### src/rtl/lzsd_pkg.sv
// ----------------------------------------------------------------------------
// lzsd_pkg
// Shared types and constants of the LZSS stream decoder: window geometry,
// match limits and the command record passed from front end to back end.
// ----------------------------------------------------------------------------
package lzsd_pkg;

    localparam int WIN_AW           = 12;
    localparam int WIN_SIZE         = 1 << WIN_AW;
    localparam int MATCH_LIMIT      = 18;
    localparam int MIN_MATCH_OFFSET = 2;
    localparam int FILL_W           = WIN_AW + 1;
    localparam int UFILL_W          = 5;
    localparam int LEN_W            = 4;
    localparam int LEFT_W           = 5;

    localparam logic [WIN_AW-1:0] PTR_START  = WIN_AW'(WIN_SIZE - MATCH_LIMIT);
    localparam logic [7:0]        SPACE_CHAR = 8'h20;
    localparam logic [7:0]        ZERO_CHAR  = 8'h00;

    typedef logic [WIN_AW-1:0] win_addr_t;

    typedef enum logic [1:0] {
        CMD_LIT   = 2'd0,
        CMD_MATCH = 2'd1,
        CMD_END   = 2'd2
    } cmd_kind_t;

    typedef struct packed {
        cmd_kind_t        kind;
        logic [7:0]       lit;
        win_addr_t        pos;
        logic [LEN_W-1:0] len;
        logic             last;
    } cmd_t;

endpackage

### src/rtl/lzsd_cmd_fifo.sv
// ----------------------------------------------------------------------------
// lzsd_cmd_fifo
// Small command queue between parser and copy engine.
// ----------------------------------------------------------------------------
module lzsd_cmd_fifo #(
    parameter int DEPTH = 4
) (
    input  logic            aclk,
    input  logic            aresetn,
    input  logic            push,
    input  lzsd_pkg::cmd_t  push_cmd,
    input  logic            pop,
    output lzsd_pkg::cmd_t  head_cmd,
    output logic            empty,
    output logic            full
);
    import lzsd_pkg::*;

    localparam int PW = (DEPTH > 1) ? $clog2(DEPTH) : 1;
    localparam int CW = $clog2(DEPTH + 1);

    cmd_t          slot_reg [DEPTH];
    logic [PW-1:0] wr_ptr_reg, wr_ptr_next;
    logic [PW-1:0] rd_ptr_reg, rd_ptr_next;
    logic [CW-1:0] count_reg, count_next;
    logic          do_push, do_pop;

    assign empty    = (count_reg == '0);
    assign full     = (count_reg == CW'(DEPTH));
    assign do_push  = push && !full;
    assign do_pop   = pop && !empty;
    assign head_cmd = slot_reg[rd_ptr_reg];

    always_comb begin
        wr_ptr_next = wr_ptr_reg;
        rd_ptr_next = rd_ptr_reg;
        count_next  = count_reg;
        if (do_push) begin
            wr_ptr_next = (wr_ptr_reg == PW'(DEPTH - 1)) ? '0 : wr_ptr_reg + 1'b1;
        end
        if (do_pop) begin
            rd_ptr_next = (rd_ptr_reg == PW'(DEPTH - 1)) ? '0 : rd_ptr_reg + 1'b1;
        end
        case ({do_push, do_pop})
            2'b10:   count_next = count_reg + 1'b1;
            2'b01:   count_next = count_reg - 1'b1;
            default: count_next = count_reg;
        endcase
    end

    always_ff @(posedge aclk) begin
        if (do_push) begin
            slot_reg[wr_ptr_reg] <= push_cmd;
        end
    end

    always_ff @(posedge aclk) begin
        if (!aresetn) begin
            wr_ptr_reg <= '0;
            rd_ptr_reg <= '0;
            count_reg  <= '0;
        end else begin
            wr_ptr_reg <= wr_ptr_next;
            rd_ptr_reg <= rd_ptr_next;
            count_reg  <= count_next;
        end
    end

endmodule

### config.mk
export PLATFORM = sky130hd
export DESIGN_NAME = lzsd_cmd_fifo
export DESIGN_NICKNAME = d
export VERILOG_FILES = /design/src/rtl/lzsd_pkg.sv /design/src/rtl/lzsd_cmd_fifo.sv
export SDC_FILE = /design/constraint.sdc
export NUM_CORES = 1
export LEC_CHECK = 0
export BUFFER_PORTS_ARGS = -buffer_cell sky130_fd_sc_hd__buf_2
export CORE_MARGIN = 3
export CORE_UTILIZATION = 40
export DETAILED_ROUTE_END_ITERATION = 8
export GPL_TIMING_DRIVEN = 0
export SYNTH_ARGS = -nofsm -noshare
export SYNTH_HDL_FRONTEND = slang
export SYNTH_SLANG_ARGS = --single-unit
export TNS_END_PERCENT = 20
### constraint.sdc
create_clock -name aclk -period 3.5 [get_ports aclk]
set_clock_uncertainty 0.15 [all_clocks]
set_input_delay 0.7 -clock aclk [delete_from_list [all_inputs] [get_ports aclk]]
set_output_delay 0.7 -clock aclk [all_outputs]
set_load 0.1 [all_outputs]
==> flow_summary_export.csv <==
group,metric,value,unit
outcome,result_of_the_run,"finished clean",
worst_setup_path,regToRegStartpoint,"count_reg[2]$_SDFFE_PN0P_",
logic_synthesis,yosysWarnings,0,
placed_design,pre_cts_ws,0.931,ns
clock_tree,hold_bufs_inserted_after_cts,0,
power_and_ir_drop,pwrdens,998,nW/um2
route,wl_met1,3.25,mm
worst_setup_path,worstReg2RegEnd,"count_reg[2]$_SDFFE_PN0P_",
finish,nets,313,
logic_synthesis,ys_ff_latch,117,
route,drt_first_pass_iters,4,
floorplanning,dieHeight,111,um
finish,area_growth,25.8,%
worst_setup_path,register_to_register_path_depth,10,
worst_setup_path,critical_path.endpoint,"head_cmd[26]",
timing,achievable_frequency,0.348,GHz
timing,timing.hold.ws,0.264,ns
logic_synthesis,post_synth_instance_area,4440,um2
finish,layout.filler_cells,868,
timing,post_route_setup_slack,0.629,ns
route,maxUsedRoutingLayer,"met4",
global_route,grt_first_pass_wirelength,11.8,mm
timing,rsz_0062_raised_after_global_routing,"no",
global_route,antenna_found_initial,0,
floorplanning,floorplan.initialDensity,0.420,
floorplanning,io_pins,60,
finish,largest_register_ff_count,108,
route,postRouteAntennaNets,0,
placed_design,port-buffer-count,59,
global_route,largest_net_degree_at_the_start_of_global_routing,28,
logic_synthesis,post_synthesis_instance_total,197,
route,drcViolationCount,0,
placed_design,hpwl_dp,4.39,mm
finish,layout-drive-gt1-share,0.424,
timing,worstMarginPinSlew,0.777,ns
power_and_ir_drop,ir_worst_vdd,0.000508,V
worst_setup_path,timing.critical_path.fanout_max,10,
power_and_ir_drop,design_power_total,5570,uW
flow_run,max-cap-violations,0,
route,vias_per_cell,4.93,
global_route,grt_pass1_vias,2230,
hold_path,min-delay-path-class,"primary input to register",
placed_design,place_congestion,0.662,
clock_tree,post-cts-setup-buffer-count,0,
worst_setup_path,path_class,"register to primary output",
timing,finalHoldViolations,0,
route,routed_wire_length_per_instance,17.2,um
worst_setup_path,arrival,2.02,ns
clock_tree,cts.htree.levels,4,
logic_synthesis,yosysSeqAreaShare,0.771,
floorplanning,die_area,12400,um2
timing,fin_tns_setup,0,ns
logic_synthesis,synth.net_count,235,
worst_setup_path,worstSetupEndpointType,"primary output",
finish,antenna_cells_inserted,0,
route,drt_first_iter_violations,94,
clock_tree,insertion_delay,0.50,ns
floorplanning,rows,37,
global_route,grt-ovfl-total,0,
timing,max-slew-margin-rel,0.482,
power_and_ir_drop,total_leakage_power,0.00198,uW
floorplanning,die_w,111,um
floorplanning,core,10600,um2
worst_setup_path,critPathRequiredTime,2.65,ns
route,drt-total-wl,7.28,mm
timing,layout_min_cycle_time,2.87,ns
timing,fin_crit_sh,0.820,
clock_tree,resize_count_post_cts,0,
clock_tree,clkSinkCount,117,
route,met2_wirelength,3.56,mm
global_route,grt_use_total,0.128,
clock_tree,cts_tree,"built",
clock_tree,clock-root-buffer,"sky130_fd_sc_hd__clkbuf_8",
worst_setup_path,ff2ff_setup_slack,1.17,ns
logic_synthesis,cell_variety_after_synth,25,
route,vias,2089,
logic_synthesis,avgSynthCellArea,22.5,um2
clock_tree,clk_pin_slew,0.06,ns
worst_setup_path,cp-start-kind,"register",
clock_tree,number_of_buffers_inserted_during_clock_tree_synthesis,17,
clock_tree,cts_buffer_depth,2,
timing,slew_viol_final,0,
finish,finish.utilization,0.529,
route,met3_wirelength,375,um
timing,report.final.setup_viol,0,
==> cell families after synthesis <==
group	Yosys count	share of synthesized area
buf+inv	15	0.0228
fa+ha+maj	7	0.0214
compound gates	6	0.00790
flops	117	0.771
mux	29	0.147
xor+xnor	2	0.00395
simple gates	21	0.0251
==> synth_stat cells <==
cell type | n | area (um2)
sky130_fd_sc_hd__buf_12 | 2 | 40.0
sky130_fd_sc_hd__xnor2_1 | 1 | 8.76
sky130_fd_sc_hd__nand3_1 | 2 | 10.0
sky130_fd_sc_hd__mux4_1 | 7 | 184
sky130_fd_sc_hd__dfxtp_1 | 9 | 180
sky130_fd_sc_hd__ha_1 | 6 | 75.1
sky130_fd_sc_hd__nor2_1 | 2 | 7.51
sky130_fd_sc_hd__a21boi_0 | 1 | 7.51
sky130_fd_sc_hd__mux4_2 | 20 | 450
sky130_fd_sc_hd__inv_1 | 7 | 26.3
sky130_fd_sc_hd__edfxtp_1 | 108 | 3240
sky130_fd_sc_hd__and2_1 | 6 | 37.5
sky130_fd_sc_hd__xor2_1 | 1 | 8.76
sky130_fd_sc_hd__or3_1 | 1 | 6.26
sky130_fd_sc_hd__buf_6 | 1 | 11.3
sky130_fd_sc_hd__buf_2 | 4 | 20.0
sky130_fd_sc_hd__nor3b_2 | 1 | 12.5
sky130_fd_sc_hd__o31ai_1 | 1 | 7.51
sky130_fd_sc_hd__clkbuf_1 | 1 | 3.75
sky130_fd_sc_hd__nand2_1 | 7 | 26.3
sky130_fd_sc_hd__o21ai_0 | 4 | 20.0
sky130_fd_sc_hd__nor3_1 | 1 | 5.00
sky130_fd_sc_hd__mux2i_1 | 2 | 20.0
sky130_fd_sc_hd__nor2b_1 | 1 | 6.26
sky130_fd_sc_hd__fa_1 | 1 | 20.0
==> worst min-delay path by stage <==
stage                               start                          to  slack (ns)  cells past startpoint
6_report                      push_cmd[6]    slot_reg[1][6]$_DFFE_PP_        0.26                      1
2_1_floorplan  wr_ptr_reg[1]$_SDFFE_PN0P_  wr_ptr_reg[1]$_SDFFE_PN0P_        0.32                      2
4_1_cts                       push_cmd[6]    slot_reg[1][6]$_DFFE_PP_        0.24                      1
3_3_place_gp   wr_ptr_reg[1]$_SDFFE_PN0P_  wr_ptr_reg[1]$_SDFFE_PN0P_        0.34                      2
5_1_grt                       push_cmd[3]    slot_reg[1][3]$_DFFE_PP_        0.24                      1
3_5_place_dp   wr_ptr_reg[1]$_SDFFE_PN0P_  wr_ptr_reg[1]$_SDFFE_PN0P_        0.35                      2
==> cell type report <==
class	count	area (um2)	share of cell area
flip-flops and latches	117	3420	0.613
well taps	136	170	0.0305
clock inverters	14	256	0.0459
multi-input cells	65	918	0.165
plain buffers	8	75.1	0.0134
inverters	7	26.3	0.00471
clock buffers	18	418	0.0749
repair buffers	59	295	0.0529
==> report_power, final <==
part | internal, uW | switching, uW
logic | 427 | 1450
clock network | 1370 | 578
registers | 1700 | 49.1
total | 3490 | 2080
==> cells in the final DEF (no fill, tap or decap), types with 2 or more instances in the layout <==
cell type and count:
sky130_fd_sc_hd__clkinv_2 3, sky130_fd_sc_hd__o21ai_0 4, sky130_fd_sc_hd__clkbuf_16 16, sky130_fd_sc_hd__mux2i_1 2, sky130_fd_sc_hd__nand3_1 2, sky130_fd_sc_hd__buf_12 2, sky130_fd_sc_hd__nand2_1 7, sky130_fd_sc_hd__ha_1 6
sky130_fd_sc_hd__inv_1 7, sky130_fd_sc_hd__and2_1 2, sky130_fd_sc_hd__edfxtp_1 108, sky130_fd_sc_hd__dfxtp_1 9, sky130_fd_sc_hd__mux4_2 20, sky130_fd_sc_hd__clkbuf_1 2, sky130_fd_sc_hd__mux4_1 7, sky130_fd_sc_hd__bufinv_16 7
sky130_fd_sc_hd__buf_2 63, sky130_fd_sc_hd__clkinvlp_4 3, sky130_fd_sc_hd__and2_2 4, sky130_fd_sc_hd__nor2_1 2
==> through the flow <==
stage	cells	instance area (um2)
CTS	424	5580
global placement	392	4900
global route	424	5580
detailed placement	392	4910
floorplan	197	4440
finish	424	5580
==> routing by layer <==
metal,GRT usage,vias up
li1,-,966
met1,0.160,1060
met2,0.202,52
met3,0.0495,11
met4,0.0511,0
met5,0,-
==> worst max-delay path, cell delays in order, from the launching register on <==
cell and delay, ns:
sky130_fd_sc_hd__dfxtp_1 0.30, sky130_fd_sc_hd__buf_2 0.22, sky130_fd_sc_hd__buf_2 0.32, sky130_fd_sc_hd__mux4_2 0.26, sky130_fd_sc_hd__buf_2 0.42
(Power assumes the default switching activity.)
