$ cat config.mk
export PLATFORM = sky130hd
export DESIGN_NAME = lzsd_front
export DESIGN_NICKNAME = d
export VERILOG_FILES = /design/src/rtl/lzsd_pkg.sv /design/src/rtl/lzsd_front.sv
export SDC_FILE = /design/constraint.sdc
export NUM_CORES = 1
export LEC_CHECK = 0
export BUFFER_PORTS_ARGS = -buffer_cell sky130_fd_sc_hd__buf_2
export CAP_MARGIN = 15
export CORE_MARGIN = 2
export CORE_UTILIZATION = 47
export CTS_CLUSTER_DIAMETER = 200
export DETAILED_ROUTE_END_ITERATION = 7
export HOLD_SLACK_MARGIN = 0.1
export PLACE_DENSITY = 0.89
export SLEW_MARGIN = 20
export SYNTH_ARGS = -nofsm -noshare
export SYNTH_HDL_FRONTEND = slang
export SYNTH_SLANG_ARGS = --single-unit
$ cat constraint.sdc
create_clock -name aclk -period 1.6 [get_ports aclk]
set_input_delay 0.32 -clock aclk [delete_from_list [all_inputs] [get_ports aclk]]
set_output_delay 0.32 -clock aclk [all_outputs]
set_load 0.005 [all_outputs]
$ cat src/rtl/lzsd_pkg.sv
// ----------------------------------------------------------------------------
// lzsd_pkg
// Shared types and constants of the LZSS stream decoder: window geometry,
// match limits and the command record passed from front end to back end.
// ----------------------------------------------------------------------------
package lzsd_pkg;

    localparam int WIN_AW           = 12;
    localparam int WIN_SIZE         = 1 << WIN_AW;
    localparam int MATCH_LIMIT      = 18;
    localparam int MIN_MATCH_OFFSET = 2;
    localparam int FILL_W           = WIN_AW + 1;
    localparam int UFILL_W          = 5;
    localparam int LEN_W            = 4;
    localparam int LEFT_W           = 5;

    localparam logic [WIN_AW-1:0] PTR_START  = WIN_AW'(WIN_SIZE - MATCH_LIMIT);
    localparam logic [7:0]        SPACE_CHAR = 8'h20;
    localparam logic [7:0]        ZERO_CHAR  = 8'h00;

    typedef logic [WIN_AW-1:0] win_addr_t;

    typedef enum logic [1:0] {
        CMD_LIT   = 2'd0,
        CMD_MATCH = 2'd1,
        CMD_END   = 2'd2
    } cmd_kind_t;

    typedef struct packed {
        cmd_kind_t        kind;
        logic [7:0]       lit;
        win_addr_t        pos;
        logic [LEN_W-1:0] len;
        logic             last;
    } cmd_t;

endpackage

$ cat src/rtl/lzsd_front.sv
// ----------------------------------------------------------------------------
// lzsd_front
// Token parser: tracks flag bits and match halves, emits one command per
// literal, complete match or bare end of stream.
// ----------------------------------------------------------------------------
module lzsd_front (
    input  logic            aclk,
    input  logic            aresetn,
    input  logic            in_valid,
    input  logic [7:0]      in_byte,
    input  logic            in_end,
    input  logic            q_full,
    output logic            in_ready,
    output logic            push,
    output lzsd_pkg::cmd_t  push_cmd
);
    import lzsd_pkg::*;

    typedef enum logic [2:0] {
        PH_FLAG  = 3'b001,
        PH_TOKEN = 3'b010,
        PH_HIGH  = 3'b100
    } phase_t;

    phase_t     phase_reg, phase_next;
    logic [8:0] flag_reg, flag_next;
    logic [7:0] held_reg, held_next;
    logic [8:0] flag_shr;
    logic       accept;
    logic       want_push;

    assign in_ready = !q_full;
    assign accept   = in_valid && in_ready;
    assign flag_shr = flag_reg >> 1;

    always_comb begin
        phase_next    = phase_reg;
        flag_next     = flag_reg;
        held_next     = held_reg;
        want_push     = 1'b0;
        push_cmd.kind = CMD_END;
        push_cmd.lit  = in_byte;
        push_cmd.pos  = {in_byte[7:4], held_reg};
        push_cmd.len  = in_byte[3:0];
        push_cmd.last = in_end;
        if (accept) begin
            case (phase_reg)
                PH_TOKEN: begin
                    if (flag_reg[0]) begin
                        want_push     = 1'b1;
                        push_cmd.kind = CMD_LIT;
                        if (flag_shr <= 9'd1) begin
                            flag_next  = '0;
                            phase_next = PH_FLAG;
                        end else begin
                            flag_next  = flag_shr;
                            phase_next = PH_TOKEN;
                        end
                    end else begin
                        held_next  = in_byte;
                        phase_next = PH_HIGH;
                    end
                end
                PH_HIGH: begin
                    want_push     = 1'b1;
                    push_cmd.kind = CMD_MATCH;
                    held_next     = '0;
                    if (flag_shr <= 9'd1) begin
                        flag_next  = '0;
                        phase_next = PH_FLAG;
                    end else begin
                        flag_next  = flag_shr;
                        phase_next = PH_TOKEN;
                    end
                end
                default: begin
                    flag_next  = {1'b1, in_byte};
                    phase_next = PH_TOKEN;
                end
            endcase
            // end of stream: always hand the restart to the back end
            if (in_end) begin
                want_push  = 1'b1;
                phase_next = PH_FLAG;
                flag_next  = '0;
                held_next  = '0;
            end
        end
    end

    assign push = want_push;

    always_ff @(posedge aclk) begin
        if (!aresetn) begin
            phase_reg <= PH_FLAG;
            flag_reg  <= '0;
            held_reg  <= '0;
        end else begin
            phase_reg <= phase_next;
            flag_reg  <= flag_next;
            held_reg  <= held_next;
        end
    end

endmodule

==> results of run 1 <==
==> timing repair <==
item / in CTS / in global routing
pin swaps: 3 / 4
gates resized for setup: 10 / 3
setup buffers: 1 / 0
endpoints found under the setup margin: 12 / 9
hold buffers: 0 / 0
==> report_power, final <==
group | switching (uW) | total [uW] | leakage [uW] | internal [uW]
Combinational | 88.1 | 164 | 0.000356 | 75.4
Clock | 164 | 417 | 0.0000279 | 253
Sequential | 14.7 | 527 | 0.000163 | 513
Total | 267 | 1110 | 0.000547 | 842
==> through the flow <==
step	hold WS [ns]	util (%)
floorplan	0.432	-
global placement	0.447	55.0
detailed placement	0.453	55.0
CTS	0.262	59.1
global route	0.276	59.7
finish	0.269	59.7
==> routing by layer <==
| metal | track usage [%] | vias up |
|---|---|---|
| met3 | 3.51 | 8 |
| met5 | 0 | - |
| met1 | 24.2 | 457 |
| li1 | - | 475 |
| met4 | 8.77 | 0 |
| met2 | 31.2 | 45 |
==> worst paths after layout <==
path                            slack [ns]                       from                         to  depth (start not counted)
worst max-delay path                 -0.08  phase_reg[0]$_SDFFE_PN1P_               push_cmd[25]                          4
worst min register to register        0.47   held_reg[0]$_SDFFE_PN0P_   held_reg[0]$_SDFFE_PN0P_                          2
worst max register to register       -0.01  phase_reg[1]$_SDFFE_PN0P_  phase_reg[2]$_SDFFE_PN0P_                          5
worst min-delay path                  0.27                 in_byte[0]   held_reg[0]$_SDFFE_PN0P_                          3
==> final cells by class <==
cell class                 count  share of cell area (%)
multi-input combinational     75                    40.3
inverter                       3                   0.869
tap                           28                    2.70
timing repair buffer          49                    20.8
clock inverter                 1                    2.32
clock buffer                   3                    1.74
sequential                    20                    31.4
==> logic make-up after synthesis <==
group,Yosys count
AO/OA/AOI/OAI,31
XOR/XNOR,1
buffers and inverters,26
flip-flops,20
AND/OR/NAND/NOR,43
==> tightest hold or removal path, cell delays in order <==
cell     delay [ns]
buf_2          0.12
nand2_1        0.05
o21ai_0        0.05
==> cells in the final DEF, fill, tap and decap left out, drive strengths merged, types with 2 or more instances in the layout <==
| cell | count |
|---|---|
| buf | 49 |
| dfxtp | 20 |
| nand2 | 12 |
| o21ai | 10 |
| nand3 | 9 |
| a22oi | 7 |
| o2bb2ai | 7 |
| nor2 | 4 |
| nor3 | 4 |
| inv | 3 |
| clkbuf | 3 |
| nand2b | 2 |
| a32o | 2 |
| nor3b | 2 |
==> results.yml, run 1 <==
drt:
  drt_iter0_markers: 25
  route.met2.wl_mm: 1.21
  via_count: 985
  post_drt_wl_per_cell_microns: 13.7
  drt_wl_total_mm: 2.46
  vias_per_cell: 5.50
  dr.max_layer_used: "met4"
  ant_nets: 0
  drcViolationCount: 0
  dr.pass1.iters: 4
  wl_met3_microns: 149
  m1WireLength_mm: 1.05
timing:
  max_freq_mhz: 594
  relSlewSlack_pct: 65.3
  finalHoldViolCount: 0
  worst_slew_pin_slew_ns: 0.519
  skew_ns: 0.00458
  fin_crit_sh_pct: 105
  rsz0062_at_grt: "true"
  min_period_ns: 1.68
  slew_viol_final: 0
  setup_ws_ns: -0.0837
  setup_viol: 3
  setup-tns-final_ns: -0.144
yosys:
  netlist.area_leader.share_pct: 37.8
  yosysWarningCount: 0
  synth_commonest_cells: "dfxtp_1 (20), buf_4 (17), nand2_1 (12), nand3_1 (9), o21ai_0 (9)"
  synthArstFlopShare_pct: 0
  yosys-top-cells-area: "dfxtp_1 (38%), buf_4 (12%), o2bb2ai_1 (5.8%), a22oi_1 (5.0%), nand3_1 (4.3%)"
  yosysSeqAreaShare_pct: 37.8
  synth.most_common_cell: "dfxtp_1"
  synth_area_sq_um: 1060
  synthAdderAreaFrac_pct: 0
  synthFlopType: "dfxtp_1"
  synth_top_area_cell: "dfxtp_1"
  muxShareOfSynthArea_pct: 0
  syn_inst: 121
  synth-seq-cells: 20
  avgSynthCellArea_sq_um: 8.76
  synth_top_family_by_area: "compound AO/OA/AOI/OAI gates"
  synth_edf_count: 0
  ys_types: 34
  synth_compound_area_share_pct: 23.0
  synth_nets: 134
  yosys.area_share.xor_xnor_pct: 0.826
  yosys.area_share.simple_pct: 22.2
placement:
  place_area_sq_um: 1190
  dp_cells: 174
  io_buffer_count: 41
  pre_cts_ws_ns: -0.0363
  hpwlAfterDp_mm: 1.75
  routabilityCongestion: 0.815
floorplan:
  coreArea_sq_um: 2170
  fp.dieW_microns: 51.5
  start_util_pct: 48.8
  fp.dieArea_sq_um: 2650
  chipHeight_microns: 51.5
  rows: 17
  io_pins: 42
global_routing:
  grt_pass1_wl_mm: 3.86
  grt_pass1_vias: 862
  track_usage_pct: 19.1
  overflow: 0
  grt_antenna_before_repair: 0
  grt_max_degree: 17
job:
  maxCapViolations: 0
power:
  p_per_area_nw_per_um2: 855
  peakVddDrop_uv: 714
  p_total_uw: 1110
  p_leak_uw: 0.000547
cells_and_area:
  seq_area_sq_um: 407
  largest_reg_flops: 9
  final_nets: 165
  drive_gt1_share_pct: 43.7
  syn_to_final_growth_pct: 22.3
  finalNonFillerCells: 179
  diodes: 0
  final_area_sq_um: 1300
  fillCellCount: 195
  multi_input_area_sq_um: 522
critical_path:
  cp-start-kind: "flop"
  cp_num_buf_inv: 2
  cp-end-kind: "output port"
  cp_slowest_cell: "or3b_4"
  path_class: "flop to output port"
  cp_max_fo: 5
  path_cells: "buf_6, or3b_4, nor2_1, buf_2"
  max_stage_delay_ns: 0.39
  crit_family: "simple AND/OR/NAND/NOR gates"
  crit_arrival_ns: 1.36
  crit_required_ns: 1.28
clock_tree:
  cts.path.max_buffers: 2
  cts_tree: "done"
  clockRootBuffer: "clkbuf_4"
  numCtsBuffers: 3
  cts_sinks: 20
  insertion_delay_ns: 0.31
  htree_levels: 1
  clk_pin_slew_worst_paths_ns: 0.11
hold_path:
  worstHoldPathType: "input port to flop"
status:
  status: "complete, but fails checks"
  violations: "negative setup slack"
(Power assumes the default switching activity.)
==> run 2, diff against run 1 <==
RECOVER_POWER = 50   (was not set)
==> run 2 against run 1 <==
  * Via count increased by 0.71%
  * The flow still finishes with violations (negative setup slack)
  * Sequential share of layout area up 0.43 points
  * Count of clock-buffer cells in the layout did not move
  * Worst setup slack worse by 0.0014 ns
  * Total power decreased by 0.45%
  * Maximum frequency barely moved
  * Critical endpoint unchanged
  * Largest power group unchanged
  * Die area did not move
  * Clock power about the same
  * Non-clock buffer count is the same
  * Critical path depth is the same
  * Sequential power about the same
  * First-iteration DRC count unchanged
==> results.yml, run 2 (same netlist as run 1, synthesis figures left out) <==
clock_tree:
  htree_levels: 1
  insertion_delay_ns: 0.31
  cts_tree: "done"
  cts.path.max_buffers: 2
  cts_sinks: 20
  clk_pin_slew_worst_paths_ns: 0.12
  numCtsBuffers: 3
  clockRootBuffer: "clkbuf_4"
floorplan:
  fp.dieArea_sq_um: 2650
  coreArea_sq_um: 2170
  start_util_pct: 48.8
  rows: 17
  io_pins: 42
  chipHeight_microns: 51.5
  fp.dieW_microns: 51.5
cells_and_area:
  multi_input_area_sq_um: 522
  drive_gt1_share_pct: 34.4
  diodes: 0
  post-route-util_pct: 58.9
  syn_to_final_growth_pct: 20.7
  final_nets: 165
  fillCellCount: 203
  finalNonFillerCells: 179
  final_common_cell: "buf_2"
  layout_common_cells: "buf_2 (24), dfxtp_1 (17), clkbuf_1 (14), nand2_1 (12)"
  seq_area_sq_um: 407
  largest_reg_flops: 9
timing:
  worst_slew_pin_slew_ns: 0.519
  setup_ws_ns: -0.0850
  whs_ns: 0.269
  setup_viol: 2
  max_freq_mhz: 593
  setup-tns-final_ns: -0.144
  slew_viol_final: 0
  min_period_ns: 1.69
  finalHoldViolCount: 0
  fin_crit_sh_pct: 105
  rsz0062_at_grt: "true"
  relSlewSlack_pct: 65.2
  skew_ns: 0.000749
global_routing:
  grt_pass1_wl_mm: 3.86
  track_usage_pct: 19.1
  grt_max_degree: 17
  grt_antenna_before_repair: 0
  overflow: 0
  grt_pass1_vias: 862
critical_path:
  r2r-end: "phase_reg[2]$_SDFFE_PN0P_"
  rrSetupSlack_ns: 0.01
  reg2reg_depth: 5
  crit_required_ns: 1.28
  r2r-start: "phase_reg[1]$_SDFFE_PN0P_"
  cp-start-kind: "flop"
  path_class: "flop to output port"
  cp-end-kind: "output port"
  cp_max_fo: 5
  crit_arrival_ns: 1.37
hold_path:
  min_from: "in_byte[0]"
  hold-path-cell-count: 3
  hold_path_end: "held_reg[0]$_SDFFE_PN0P_"
  worstHoldPathType: "input port to flop"
drt:
  drt_wl_total_mm: 2.45
  via_count: 992
  post_drt_wl_per_cell_microns: 13.7
  ant_nets: 0
  vias_per_cell: 5.54
  dr.pass1.iters: 4
  drcViolationCount: 0
  drt_iter0_markers: 25
placement:
  routabilityCongestion: 0.815
  io_buffer_count: 41
  hpwlAfterDp_mm: 1.75
  dp_cells: 174
power:
  p_per_area_nw_per_um2: 863
  peakVddDrop_uv: 720
  seqPwrFrac_pct: 47.8
  p_sw_uw: 267
  netSwitchingFraction_pct: 24.2
  power.internal_uw: 837
  share_comb_of_total_power_pct: 14.4
  clockPowerShare_pct: 37.8
  p_leak_uw: 0.000508
job:
  maxCapViolations: 0
status:
  violations: "negative setup slack"
  status: "complete, but fails checks"
==> run 2: final cells by class <==
cell class,count,area share [%]
clock buffers,3,1.76
inverters,3,0.881
flip-flops and latches,20,31.8
multi-input cells,75,40.8
well taps,28,2.74
repair buffers,49,19.7
clock inverters,1,2.35
==> run 2: metrics by stage <==
step	worst slack, ns	power [uW]	instance area (sq um)
global route	-0.144	1150	1280
CTS	-0.110	1110	1280
floorplan	0.0809	646	1060
finish	-0.0850	1100	1280
global placement	0.0254	682	1190
detailed placement	-0.0363	687	1190
==> run 2: layer usage <==
layer,up-vias,share of wire [%],global-route usage [%],wire length (microns)
li1,481,-,-,-
met1,473,44,24.2,1080
met2,32,50,31.2,1210
met3,6,4.6,3.51,113
met4,0,1.7,8.77,42
met5,-,0,0,0
==> run 2: worst max-delay path, cell delays in order (launching register included) <==
cell     delay, ns
dfxtp_2       0.34
buf_6         0.12
or3b_4        0.39
nor2_1        0.08
buf_2         0.11
==> run 2: worst max path at each step <==
| stage | start | end | slack, ns |
|---|---|---|---|
| 3_5_place_dp | phase_reg[1]$_SDFFE_PN0P_ | phase_reg[2]$_SDFFE_PN0P_ | -0.04 |
| 3_3_place_gp | phase_reg[1]$_SDFFE_PN0P_ | phase_reg[2]$_SDFFE_PN0P_ | 0.03 |
| 2_1_floorplan | phase_reg[1]$_SDFFE_PN0P_ | push | 0.08 |
| 6_report | phase_reg[0]$_SDFFE_PN1P_ | push_cmd[25] | -0.09 |
| 4_1_cts | phase_reg[1]$_SDFFE_PN0P_ | push | -0.11 |
| 5_1_grt | phase_reg[1]$_SDFFE_PN0P_ | push | -0.14 |
==> run 2: power groups by stage <==
stage	registers, uW	logic [uW]	clock network, uW
global placement	535	146	0
global route	530	175	444
finish	527	159	417
floorplan	535	111	0
detailed placement	537	150	0
CTS	526	157	427
==> run 2: repair_timing <==
action                                  4_1_cts  5_1_grt
resized for setup                            10        3
pin swaps                                     3        4
setup buffers                                 1        0
endpoints found under the setup margin       12        9
hold buffers                                  0        0
